## src/rtl/fr90_pkg.sv

```systemverilog
// Shared types and codes for the 90-degree frame rotation engine.
// No dependencies; imported by fr90_seq and frame_rotate_cw90_unit.
package fr90_pkg;

  typedef enum logic {
    CMD_LOAD  = 1'b0,
    CMD_FETCH = 1'b1
  } cmd_t;

  typedef enum logic {
    STAT_OK        = 1'b0,
    STAT_NOT_READY = 1'b1
  } stat_t;

  typedef enum logic {
    REG_FRAME_COLS = 1'b0,
    REG_FRAME_ROWS = 1'b1
  } reg_idx_t;

  localparam int unsigned SIDE_W  = 7;
  localparam int unsigned PIXEL_W = 24;

  // Response marker travelling from the sequencer to the output side.
  typedef struct packed {
    logic  valid;
    logic  last;
    stat_t status;
  } resp_t;

endpackage

```

## src/rtl/fr90_seq.sv

```systemverilog
// Load/fetch sequencer: frame fill count, rotated scan counters, store addressing.
// Depends on fr90_pkg.
module fr90_seq #(
  parameter int unsigned DEPTH = 4096
) (
  input  logic                               clk,
  input  logic                               rst_n,
  input  logic                               accept,
  input  fr90_pkg::cmd_t                     cmd,
  input  logic                               clear,
  input  logic [fr90_pkg::SIDE_W-1:0]        cols,
  input  logic [fr90_pkg::SIDE_W-1:0]        rows,
  output logic                               ram_en,
  output logic                               ram_we,
  output logic [$clog2(DEPTH)-1:0]           ram_addr,
  output fr90_pkg::resp_t                    resp
);
  import fr90_pkg::*;

  localparam int unsigned AW = $clog2(DEPTH);
  localparam int unsigned LW = $clog2(DEPTH + 1);
  localparam int unsigned PW = (AW + 1 > 2 * SIDE_W) ? AW + 1 : 2 * SIDE_W;

  logic [LW-1:0]     load_count_r, load_count_nxt;
  logic [SIDE_W-1:0] out_row_r, out_row_nxt;
  logic [SIDE_W-1:0] out_col_r, out_col_nxt;
  logic              full_r, full_nxt;
  resp_t             resp_r, resp_nxt;

  logic [PW-1:0]     total;
  logic [PW-1:0]     count_ext;
  logic [SIDE_W-1:0] src_row;
  logic [PW-1:0]     rd_addr;
  logic              do_load;
  logic              do_fetch;
  logic              col_wrap;
  logic              row_wrap;

  assign total     = PW'(cols) * PW'(rows);
  assign count_ext = PW'(load_count_r);
  assign do_load   = accept && (cmd == CMD_LOAD) && !full_r && (count_ext < total);
  assign do_fetch  = accept && (cmd == CMD_FETCH) && full_r;

  // Output pixel (i,j) comes from input row rows-1-j, column i.
  assign src_row  = rows - SIDE_W'(1) - out_col_r;
  assign rd_addr  = PW'(src_row) * PW'(cols) + PW'(out_row_r);
  assign col_wrap = (out_col_r == rows - SIDE_W'(1));
  assign row_wrap = (out_row_r == cols - SIDE_W'(1));

  assign ram_en   = do_load || do_fetch;
  assign ram_we   = do_load;
  assign ram_addr = do_load ? load_count_r[AW-1:0] : rd_addr[AW-1:0];
  assign resp     = resp_r;

  always_comb begin
    load_count_nxt = load_count_r;
    out_row_nxt    = out_row_r;
    out_col_nxt    = out_col_r;
    full_nxt       = full_r;
    resp_nxt       = '{valid: accept && (cmd == CMD_FETCH), last: 1'b0,
                       status: full_r ? STAT_OK : STAT_NOT_READY};
    if (clear) begin
      load_count_nxt = '0;
      out_row_nxt    = '0;
      out_col_nxt    = '0;
      full_nxt       = 1'b0;
    end else if (do_load) begin
      load_count_nxt = load_count_r + LW'(1);
      if (count_ext + PW'(1) >= total) begin
        full_nxt = 1'b1;
      end
    end else if (do_fetch) begin
      if (col_wrap) begin
        out_col_nxt = '0;
        if (row_wrap) begin
          resp_nxt.last  = 1'b1;
          load_count_nxt = '0;
          out_row_nxt    = '0;
          full_nxt       = 1'b0;
        end else begin
          out_row_nxt = out_row_r + SIDE_W'(1);
        end
      end else begin
        out_col_nxt = out_col_r + SIDE_W'(1);
      end
    end
  end

  always_ff @(posedge clk) begin
    if (!rst_n) begin
      load_count_r <= '0;
      out_row_r    <= '0;
      out_col_r    <= '0;
      full_r       <= 1'b0;
      resp_r       <= '{valid: 1'b0, last: 1'b0, status: STAT_OK};
    end else begin
      load_count_r <= load_count_nxt;
      out_row_r    <= out_row_nxt;
      out_col_r    <= out_col_nxt;
      full_r       <= full_nxt;
      resp_r       <= resp_nxt;
    end
  end

endmodule

```

## config.mk

```make
export PLATFORM = sky130hd
export DESIGN_NAME = fr90_seq
export DESIGN_NICKNAME = d
export VERILOG_FILES = /design/src/rtl/fr90_pkg.sv /design/src/rtl/fr90_seq.sv
export SDC_FILE = /design/constraint.sdc
export NUM_CORES = 1
export LEC_CHECK = 0
export BUFFER_PORTS_ARGS = -buffer_cell sky130_fd_sc_hd__buf_2
export CORE_UTILIZATION = 48
export DETAILED_ROUTE_END_ITERATION = 8
export GPL_ROUTABILITY_DRIVEN = 0
export GPL_TIMING_DRIVEN = 0
export PLACE_DENSITY = 0.64
export SYNTH_ARGS = -nofsm -noshare
export SYNTH_HDL_FRONTEND = slang
export SYNTH_SLANG_ARGS = --single-unit
```

## constraint.sdc

```tcl
create_clock -name clk -period 6.8 [get_ports clk]
set_clock_uncertainty 0.05 [all_clocks]
set_input_delay 0.34 -clock clk [delete_from_list [all_inputs] [get_ports clk]]
set_output_delay 0.34 -clock clk [all_outputs]
set_load 0.02 [all_outputs]
```

Word level (Yosys, flattened, before mapping)

Index checks and enable logic that the tools add are counted.

Bits of input ports: 19
Output and inout bits: 17
Word-level logic and storage cells: 57
Register bits after elaboration: 31

Add/sub/neg operators: 8
Muxes and demuxes: 14
Bitwise gates (word level): 5
Reduce and logical (&&, ||, !) cells: 16
Eq/ne operators: 3
$mul: 2
$lt $le $gt $ge: 2

Operators by type and width:

| kind                                              | count |
|---|---|
| two-way mux 13 bit                                | 4 |
| adder 13 x 1 -> 14 bit (second input constant)    | 1 |
| adder 7 x 1 -> 7 bit (second input constant)      | 2 |
| == test 7 bit                                     | 2 |
| greater-or-equal comparator 14 bit                | 1 |
| < comparator 13 x 14 -> 1 bit                     | 1 |
| multiplier 7 x 7 -> 14 bit                        | 1 |
| two-way mux 7 bit                                 | 2 |
| subtractor 7 x 1 -> 7 bit (second input constant) | 2 |
| adder 13 x 1 -> 13 bit (second input constant)    | 1 |
| adder 12 x 7 -> 12 bit                            | 1 |
| multiplier 7 x 7 -> 12 bit                        | 1 |
| two-way mux 12 bit                                | 1 |
| two-way mux 1 bit                                 | 7 |
| subtractor 7 bit                                  | 1 |
| AND reduction 3 bit                               | 2 |
| nonzero test 2 bit                                | 3 |
| logical AND 1 bit                                 | 5 |
| inverter 1 bit                                    | 5 |
| OR reduction 5 bit                                | 1 |
| AND reduction 4 bit                               | 1 |
| != test 2 x 1 -> 1 bit (second input constant)    | 1 |
| AND reduction 2 bit                               | 1 |
| OR reduction 2 bit                                | 1 |
| 2 further kinds                                   | 2 |

Depth between registers and ports, before layout

Gate-level depths: netlist of the first run.

Depth after elaboration: 6
Depth in mapped cells: 28
Mapped depth without buffers: 26

Worst setup path before layout of the first run

OpenSTA, ideal clock, no wires.

Path type: input port to output port
Start: in cols[2] (netlist bit)
End: out ram_addr[3]
Path slack: 0.076 ns
Arrival time: 6.334 ns
Stages on the path: 26
Required time: 6.410 ns
Cell sequence: clkbuf_1 -> clkbuf_1 -> nand2_1 -> fa_1 -> fa_1 -> inv_1 -> fa_1 -> inv_1 -> fa_1 -> inv_1 -> ha_1 -> o21a_1 -> o31ai_1 -> or2b_1 -> a211oi_1 -> or2_2 -> ha_1 -> a21o_1 -> a21o_1 -> a21o_1 -> a211o_1 -> maj3_2 -> a21oi_2 -> buf_6 -> buf_12 -> mux2i_1

Word-level cells in the longest chain between the ends: 4
Elaborated cells between the ends (all ways): 6

RTL lines:

| what                          | RTL line       | text |
|---|---|---|
| start, declared               | fr90_seq.sv:11 | `input logic [fr90_pkg::SIDE_W-1:0] cols,` |
| multiplier 7 x 7 -> 14 bit    | fr90_seq.sv:39 | `assign total = PW'(cols) * PW'(rows);` |
| < comparator 13 x 14 -> 1 bit | fr90_seq.sv:41 | `assign do_load = accept && (cmd == CMD_LOAD) && !full_r && (count_ext < total);` |
| logical AND 1 bit             | fr90_seq.sv:41 |  |
| two-way mux 12 bit *          | fr90_seq.sv:52 | `assign ram_addr = do_load ? load_count_r[AW-1:0] : rd_addr[AW-1:0];` |
| end, declared                 | fr90_seq.sv:15 | `output logic [$clog2(DEPTH)-1:0] ram_addr,` |

Mark *: on every way between the ends. The rest lies on a longest branch, timed or not.

Worst setup path after layout of the first run

Start: in cols[5] (netlist bit)
End: out ram_addr[0]

Word-level cells in the longest chain between the ends: 4

RTL lines:

| what                          | RTL line |
|---|---|
| multiplier 7 x 7 -> 14 bit    | fr90_seq.sv:39 |
| < comparator 13 x 14 -> 1 bit | fr90_seq.sv:41 |
| logical AND 1 bit             | fr90_seq.sv:41 |
| two-way mux 12 bit            | fr90_seq.sv:52 |

No other way between the ends.

==> results of run 1 <==
## metrics by stage
stage                     cells  hold slack [ns]  setup slack, ns   util
final                       909            0.313            0.179  0.568
after global routing        909            0.325         -0.00379  0.568
after CTS                   901            0.311           0.0168  0.548
after detailed placement    890            0.452           -0.806  0.521
after global placement      890            0.471           -0.739  0.521
after floorplan             714            0.390           0.0763      -
## what timing repair did
item | in CTS | in global routing
gates resized for setup | 29 | 47
setup endpoints to repair | 28 | 14
gates cloned | 1 | 0
hold endpoints to repair | 0 | 0
buffers inserted | 5 | 11
hold buffers | 0 | 0
pin swaps | 3 | 27
## how the worst max path moves through the flow
stage	from	end	slack (ns)	cells past startpoint
CTS	rows[0]	ram_addr[11]	0.02	28
global route	rows[2]	ram_addr[3]	-0.004	25
floorplan	cols[2]	ram_addr[3]	0.08	26
detailed placement	cols[2]	ram_addr[5]	-0.81	26
global placement	cols[2]	ram_addr[11]	-0.74	26
finish	cols[5]	ram_addr[0]	0.18	24
## final cells by class
type,count,share of cell area
multi-input combinational,575,0.747
clock buffer,6,0.0204
buffer,19,0.0209
sequential,31,0.0910
timing repair buffer,46,0.0433
inverter,83,0.0457
clock inverter,2,0.00514
tap,147,0.0270
## where the power goes
part / switching [uW] / total, uW / leakage, uW / internal, uW
clock network: 87.5 / 270 / 0.0000868 / 182
registers: 0.551 / 183 / 0.000250 / 182
logic: 816 / 1410 / 0.00298 / 592
total: 904 / 1860 / 0.00331 / 957
## cells in the final DEF (no fill, tap or decap), types with 3 or more instances in the layout
cell	count
o21ai_1	4
nand4_1	3
nand2_1	68
a21oi_4	3
nand2b_1	11
clkbuf_2	5
and3_1	10
o21a_1	7
o21ai_0	28
nor2b_1	13
clkbuf_1	6
nor3_1	12
ha_4	5
mux2i_1	4
clkbuf_4	5
o211ai_1	3
inv_2	5
nand3_1	19
inv_1	78
nor2_1	49
buf_4	18
mux2_2	3
ha_1	89
and2_1	48
dfxtp_1	31
xnor2_1	30
buf_6	3
a21oi_1	19
fa_1	55
buf_2	24
clkbuf_16	5
a21o_1	12
xor2_1	26
nand3b_1	7
## routing by layer
layer | global-route usage | vias up
met5 | 0 | -
met4 | 0.0684 | 0
met3 | 0.0295 | 21
met2 | 0.417 | 134
met1 | 0.330 | 2406
li1 | - | 2441
## cells by family (layout without fill, tap and decap cells)
kind of cell / after synthesis / after routing / share of synthesized area
simple gates: 260 / 260 / 0.225
mux: 7 / 7 / 0.0125
flops: 31 / 31 / 0.105
fa+ha+maj: 152 / 152 / 0.390
compound gates: 94 / 94 / 0.0992
xor+xnor: 62 / 62 / 0.0952
buf+inv: 108 / 156 / 0.0737
## sequential cells by signal, indices dropped and copies added, names as in the netlist
signal	flops
resp	3
load_count_r	13
out_col_r	7
full_r	1
out_row_r	7
==> impl_metrics.yaml, run 1 <==
synth:
  netlist_instances: 714
  synth.ff_latch_count: 31
  synth_area_leaders: "ha_1, fa_1, dfxtp_1"
  yosys_warnings: 0
  ys_top_cells_by_count: "ha_1, inv_1, nand2_1, fa_1, and2_1"
  synth_cell_types: 57
  synth.cell_area_um2: 5930
  synth_ff_type: "dfxtp_1"
  synth.net_count: 883
  ys_seq_area_frac: 0.105
  syn_area_per_cell_um2: 8.30
  synth_top_area_frac: 0.201
  synth_area_leader_cell: "ha_1"
  async_flop_share: 0
  yosysMostFrequentCell: "ha_1"
  synth_edf_count: 0
grt:
  grt_pass1_wl_um: 24600
  antenna_found_initial: 0
  grt_start_max_net_pins: 17
  gr-total-overflow: 0
  grt_usage: 0.246
  first_global_vias: 4945
worst_hold_path:
  hold_depth: 2
  min_to: "resp[0]"
  min-delay-start: "rst_n"
  worstHoldPathType: "primary input to flip-flop"
pwr:
  power_density_nw_per_um2: 273
  power.leakage_uw: 0.00331
  p_total_uw: 1860
  irDropWorstVdd_mv: 0.167
critical_path:
  r2r_cells: 14
  crit_top_cell: "fa_1"
  worst_setup_path_start_kind: "primary input"
  worstSetupEndpointType: "output pin"
  cp_slowest_cell: "fa_1"
  reg2reg_slack_ns: 3.21
  path_class: "primary input to output pin"
  cp.buffers_inverters: 7
  cp_cell_sequence: "buf_4 > and2_4 > fa_1 > inv_2 > fa_1 > inv_2 > fa_1 > inv_1 > fa_1 > inv_2 > ha_4 > or4_4 > a41oi_2 > or2b_1 > xnor2_2 > ha_1 > o2111ai_2 > a21oi_1 > a211o_1 > maj3_2 > a21oi_4 > buf_6 > mux2_2 > buf_2"
  worstPathArrival_ns: 6.23
  max_stage_delay_ns: 0.54
  timing.rr.end: "full_r"
  r2r-start: "load_count_r[2]"
  cp_top_family: "adder cells"
  cp_data_required_time_ns: 6.41
  cp_max_fo: 16
floorplan:
  initial_core_util: 0.493
  boundaryPins: 36
  fp.coreArea_um2: 12000
  fp.dieH_um: 113
  dieArea_um2: 12800
  num_rows: 40
  die_w_um: 113
route:
  wl_met2_um: 7090
  drcViolationCount: 0
  drt-wirelength-per-cell_um: 16.5
  viasPerCell: 5.50
  firstDrtPassIters: 5
  routed-wl-met3_um: 786
  drt_iter0_markers: 315
  top_layer_used: "met4"
  routed_wl_um: 15000
  wl_met1_um: 6710
  drtAntennaViolNets: 0
  vias: 5002
final_layout:
  drive_above_1_share: 0.146
  ff_latch_area_um2: 621
  nets: 930
  fillers: 1097
  diodes: 0
  synthToLayoutAreaGrowth_pct: 15.1
  multi_input_area_um2: 5090
  design_area_um2: 6820
placed_design:
  hpwl_um: 11900
  numPortBuffers: 29
  place_area_um2: 6260
timing:
  fin_crit_ns: 6.62
  relSlewSlack: 0.451
  worst_pin_slew_ns: 0.817
  fin_crit_sh: 0.974
  fin_setup_tns_ns: 0
  setup_violations: 0
  fmax_mhz: 151
  maxSlewViolCount: 0
  hold_viol: 0
clock_tree:
  path_clk_slew_ns: 0.05
  root_buffer: "clkbuf_16"
  cts_tree: "done"
  htree_levels: 2
  clock_latency_ns: 0.28
  cts_made_buffers: 5
  clock_path_buffers: 2
  clock_sinks: 31
job:
  max_cap_violations: 0
outcome:
  status: "finished clean"
(Power assumes the default switching activity.)
==> run 2: changes to the inputs <==
- SETUP_SLACK_MARGIN: default -> 0.3
==> run 2 against run 1 <==
  * Critical path depth rose by 4
  * Largest power group unchanged
  * First-iteration DRC count rose by 7.6%
  * Global-route usage barely moved
  * Die area did not move
  * Core utilization rose by 3.9 points
  * Highest routed layer unchanged
  * Critical endpoint is now ram_addr[3]
==> impl_metrics.yaml, run 2 (synthesis gave the netlist of run 1 again) <==
worst_hold_path:
  worstHoldPathType: "primary input to flip-flop"
  min-delay-start: "cmd"
  min_to: "resp[2]"
  hold_depth: 2
timing:
  rsz0062_at_grt: "true"
  fin_crit_sh: 0.955
  fin_crit_ns: 6.49
  maxSlewViolCount: 0
  setup_violations: 0
  hold_viol: 0
  relSlewSlack: 0.551
  fmax_mhz: 154
  hold_ws_ns: 0.300
  worst_pin_slew_ns: 0.668
final_layout:
  mostFrequentLayoutCells: "ha_1, inv_1, nand2_1, fa_1, and2_1"
  top_regs: "load_count_r: 13 flops, out_col_r: 7 flops, out_row_r: 7 flops"
  largest_reg_flops: 13
  nets: 952
  layout.cells.most_common: "ha_1"
  diodes: 0
  fillers: 1066
  multi_input_area_um2: 5230
  ff_latch_area_um2: 621
  regMostFlops: "load_count_r"
  final_util: 0.606
  synthToLayoutAreaGrowth_pct: 22.9
  drive_above_1_share: 0.207
pwr:
  combPwrFrac: 0.783
  p_clk_frac: 0.129
  internal_power_uw: 1130
  sw_frac_of_total: 0.458
  power.leakage_uw: 0.00355
  switchingPower_uw: 951
  pwr-share-seq: 0.088
  power_density_nw_per_um2: 285
  irDropWorstVdd_mv: 0.171
critical_path:
  cp.buffers_inverters: 9
  max_stage_delay_ns: 0.54
  cp_data_required_time_ns: 6.41
  reg2reg_slack_ns: 3.25
  path_class: "primary input to output pin"
  cp_slowest_cell: "fa_1"
  worst_setup_path_start_kind: "primary input"
  cp_max_fo: 7
  cp_top_family: "adder cells"
  r2r-start: "load_count_r[4]"
  timing.rr.end: "full_r"
  worstSetupEndpointType: "output pin"
  worstPathArrival_ns: 6.10
  r2r_cells: 15
placed_design:
  numPortBuffers: 29
  hpwl_um: 11800
floorplan:
  die_w_um: 113
  boundaryPins: 36
  initial_core_util: 0.493
  dieArea_um2: 12800
  num_rows: 40
  fp.dieH_um: 113
  fp.coreArea_um2: 12000
grt:
  met1_usage: 0.343
  grt_start_max_net_pins: 11
  top_usage_layer: "met2"
  first_global_vias: 4915
  grt_usage: 0.246
  grt_util_met2: 0.407
  grt_pass1_wl_um: 24900
  grt_use_met3: 0.0380
  antenna_found_initial: 0
  gr-total-overflow: 0
clock_tree:
  root_buffer: "clkbuf_16"
  clock_sinks: 31
  cts_made_buffers: 5
  path_clk_slew_ns: 0.05
  htree_levels: 2
  clock_path_buffers: 2
  cts_tree: "done"
  clock_latency_ns: 0.28
  ctsHoldBuffers: 0
route:
  routed_wl_um: 15300
  drtAntennaViolNets: 0
  drt_iter0_markers: 339
  firstDrtPassIters: 5
  viasPerCell: 5.47
  drcViolationCount: 0
  vias: 5094
  drt-wirelength-per-cell_um: 16.5
outcome:
  status: "finished clean"
job:
  max_cap_violations: 0
-- run 2: changes by cell type in the layout (fill, tap and decap cells not counted), sizes merged --
cell / before / now
clkbuf: 23 / 22
buf: 48 / 71
-- run 2: power by group through the flow --
stage / clock (uW) / combinational, uW / sequential (uW)
after floorplan: 0 / 951 / 188
after global placement: 0 / 1270 / 187
after detailed placement: 0 / 1290 / 187
after CTS: 270 / 1520 / 183
after global routing: 276 / 1780 / 183
final: 267 / 1630 / 183
-- run 2: what timing repair did --
| action | in CTS | in global routing |
|---|---|---|
| gates resized for setup | 105 | 40 |
| pin swaps | 27 | 32 |
| setup buffers | 22 | 10 |
| cloned | 1 | 0 |
| setup endpoints to repair | 28 | 14 |
-- run 2: layout make-up --
type                    count  share of cell area
plain buffers              25              0.0342
inverters                  83              0.0428
flip-flops and latches     31              0.0852
clock inverters             2             0.00481
well taps                 147              0.0253
clock buffers               6              0.0191
multi-input cells         575               0.718
repair buffers             62              0.0711
-- run 2: how the worst max path moves through the flow --
stage,startpoint,end,slack (ns),cells after the start
2_1_floorplan,cols[2],ram_addr[3],0.37,26
3_3_place_gp,cols[3],ram_addr[3],-0.54,26
3_5_place_dp,cols[3],ram_addr[3],-0.55,26
4_1_cts,cols[5],ram_addr[3],0.24,26
5_1_grt,cols[3],ram_addr[3],0.08,29
6_report,cols[3],ram_addr[3],0.31,28
-- run 2: layer usage --
metal / up-vias / part of all wire
met2: 112 / 0.48
met1: 2488 / 0.47
li1: 2482 / -
met3: 12 / 0.037
met5: - / 0
met4: 0 / 0.0095
-- run 2: through the flow --
| stage | power, uW | cells | worst slack (ns) | setup TNS (ns) | instance area [um^2] |
|---|---|---|---|---|---|
| 4_1_cts | 1970 | 921 | 0.239 | 0 | 7060 |
| 5_1_grt | 2240 | 931 | 0.0841 | 0 | 7280 |
| 6_report | 2080 | 931 | 0.307 | 0 | 7280 |
| 3_5_place_dp | 1480 | 890 | -0.550 | -8.06 | 6300 |
| 2_1_floorplan | 1140 | 714 | 0.367 | 0 | 5970 |
| 3_3_place_gp | 1450 | 890 | -0.544 | -7.65 | 6300 |
==> run 3: changes to the inputs <==
- CORE_UTILIZATION: 48 -> 58
- PLACE_DENSITY: 0.64 -> 0.76
==> run 3 against run 2 <==
  * Combinational power fell by 5%
  * Hold slack gained 0.040 ns
  * Via count rose by 0.96%
  * Design area shrank 3.7%
  * Clock power shrank 43%
  * Power down 9.4%
  * First-iteration DRC count shrank 14%
  * Sequential power about the same
==> impl_metrics.yaml, run 3 (synthesis gave the netlist of run 1 again) <==
outcome:
  status: "finished clean"
placed_design:
  hpwl_um: 11700
  numPortBuffers: 29
  place_inst: 876
clock_tree:
  root_buffer: "clkbuf_8"
  path_clk_slew_ns: 0.07
  clock_path_buffers: 2
  cts_made_buffers: 5
  ctsHoldBuffers: 0
  clock_latency_ns: 0.29
  htree_levels: 2
  cts_tree: "done"
  clock_sinks: 31
floorplan:
  dieArea_um2: 10600
  fp.dieH_um: 103
  initial_core_util: 0.604
  num_rows: 36
  die_w_um: 103
  boundaryPins: 36
  fp.coreArea_um2: 9820
final_layout:
  mostFrequentLayoutCells: "ha_1, inv_1, nand2_1, fa_1"
  layout.cells.most_common: "ha_1"
  fin_cells: 902
  synthToLayoutAreaGrowth_pct: 18.3
  nets: 938
  drive_above_1_share: 0.179
  top_regs: "load_count_r: 13 flops, out_col_r: 7 flops, out_row_r: 7 flops"
  diodes: 0
  regMostFlops: "load_count_r"
  largest_reg_flops: 13
  final_util: 0.714
timing:
  relSlewSlack: 0.559
  fin_crit_ns: 6.55
  rsz0062_at_grt: "true"
  hold_viol: 0
  worst_pin_slew_ns: 0.659
  setup_violations: 0
  hold_ws_ns: 0.340
  fin_crit_sh: 0.964
  maxSlewViolCount: 0
  fmax_mhz: 153
grt:
  top_usage_layer: "met2"
  grt_start_max_net_pins: 11
  antenna_found_initial: 0
  met1_usage: 0.411
  grt_util_met2: 0.513
  first_global_vias: 5189
  gr-total-overflow: 0
  grt_use_met3: 0.0502
  grt_pass1_wl_um: 25000
  grt_usage: 0.307
critical_path:
  r2r_cells: 15
  worst_setup_path_start_kind: "primary input"
  worstSetupEndpointType: "output pin"
  worstPathArrival_ns: 6.16
  timing.rr.end: "full_r"
  crit_path_end: "ram_addr[11]"
  reg2reg_slack_ns: 3.30
  cp_data_required_time_ns: 6.41
  crit_start: "cols[2]"
  cp_max_fo: 9
  path_class: "primary input to output pin"
  r2r-start: "load_count_r[4]"
route:
  vias: 5143
  routed_wl_um: 15500
  viasPerCell: 5.70
  drcViolationCount: 0
  drt-wirelength-per-cell_um: 17.1
  firstDrtPassIters: 4
  drtAntennaViolNets: 0
  drt_iter0_markers: 290
pwr:
  combPwrFrac: 0.822
  sw_frac_of_total: 0.487
  power.leakage_uw: 0.00347
  switchingPower_uw: 915
  power_density_nw_per_um2: 268
  irDropWorstVdd_mv: 0.357
  internal_power_uw: 965
  p_clk_frac: 0.081
  pwr-share-seq: 0.097
job:
  max_cap_violations: 0
worst_hold_path:
  worstHoldPathType: "primary input to flip-flop"
## run 3: cell count changes in the layout (fill, tap and decap cells not counted), sizes merged
cell and delta:
buf -15, bufinv -1, clkbuf +1
## run 3: timing repair
| item | CTS | global route |
|---|---|---|
| pin swaps | 26 | 20 |
| cloned | 1 | 1 |
| gates resized for setup | 86 | 47 |
| buffers inserted | 12 | 5 |
| endpoints found under the setup margin | 28 | 14 |
## run 3: worst min-delay path by stage
stage / from / endpoint / slack, ns / cells past startpoint
2_1_floorplan: full_r / resp[0] / 0.39 / 1
3_3_place_gp: full_r / resp[0] / 0.45 / 1
3_5_place_dp: full_r / resp[0] / 0.45 / 1
4_1_cts: rst_n / resp[0] / 0.33 / 2
5_1_grt: rst_n / resp[0] / 0.33 / 2
6_report: rst_n / resp[0] / 0.34 / 2
## run 3: power groups by stage
| stage | Sequential [uW] | Clock, uW | Combinational, uW |
|---|---|---|---|
| after floorplan | 188 | 0 | 951 |
| after global routing | 183 | 161 | 1720 |
| final | 183 | 152 | 1550 |
| after CTS | 183 | 152 | 1450 |
| after global placement | 187 | 0 | 1240 |
| after detailed placement | 187 | 0 | 1290 |
## run 3: area by class of cell
class / instances / area (um^2)
plain buffers: 25 / 228
clock buffers: 6 / 82.6
clock inverters: 1 / 5.00
fillers: 796 / 2810
inverters: 83 / 312
multi-input cells: 575 / 5180
flip-flops and latches: 31 / 621
well taps: 133 / 166
repair buffers: 48 / 423
## run 3: per-stage QoR
stage,cell area [um^2],setup TNS (ns),setup slack (ns),total power [uW]
3_5_place_dp,6280,-9.37,-0.597,1480
5_1_grt,7010,0,0.0803,2060
2_1_floorplan,5970,0,0.367,1140
3_3_place_gp,6280,-5.83,-0.462,1430
6_report,7010,0,0.248,1880
4_1_cts,6800,0,0.263,1780
## run 3: critical path: stages
cell and delay [ns]:
clkbuf_8 0.15, clkbuf_16 0.15, nand2_1 0.07, fa_1 0.51, fa_1 0.56, inv_2 0.04
fa_1 0.50, inv_1 0.05, fa_1 0.49, inv_2 0.05, ha_4 0.27, o21a_1 0.17
o31ai_4 0.10, or2b_1 0.18, a211oi_2 0.07, or2_4 0.27, ha_4 0.24, a21o_1 0.18
a21o_1 0.15, a21o_1 0.15, a211o_1 0.27, maj3_2 0.34, a21oi_4 0.19, buf_8 0.16
buf_8 0.15, nand2_1 0.08, o21ai_2 0.11, buf_6 0.14
## run 3: layer usage
layer / share of wire / up-vias / routed length (um)
li1: - / 2456 / -
met1: 0.44 / 2470 / 6830
met2: 0.48 / 179 / 7490
met3: 0.049 / 38 / 761
met4: 0.025 / 0 / 381
met5: 0 / - / 0
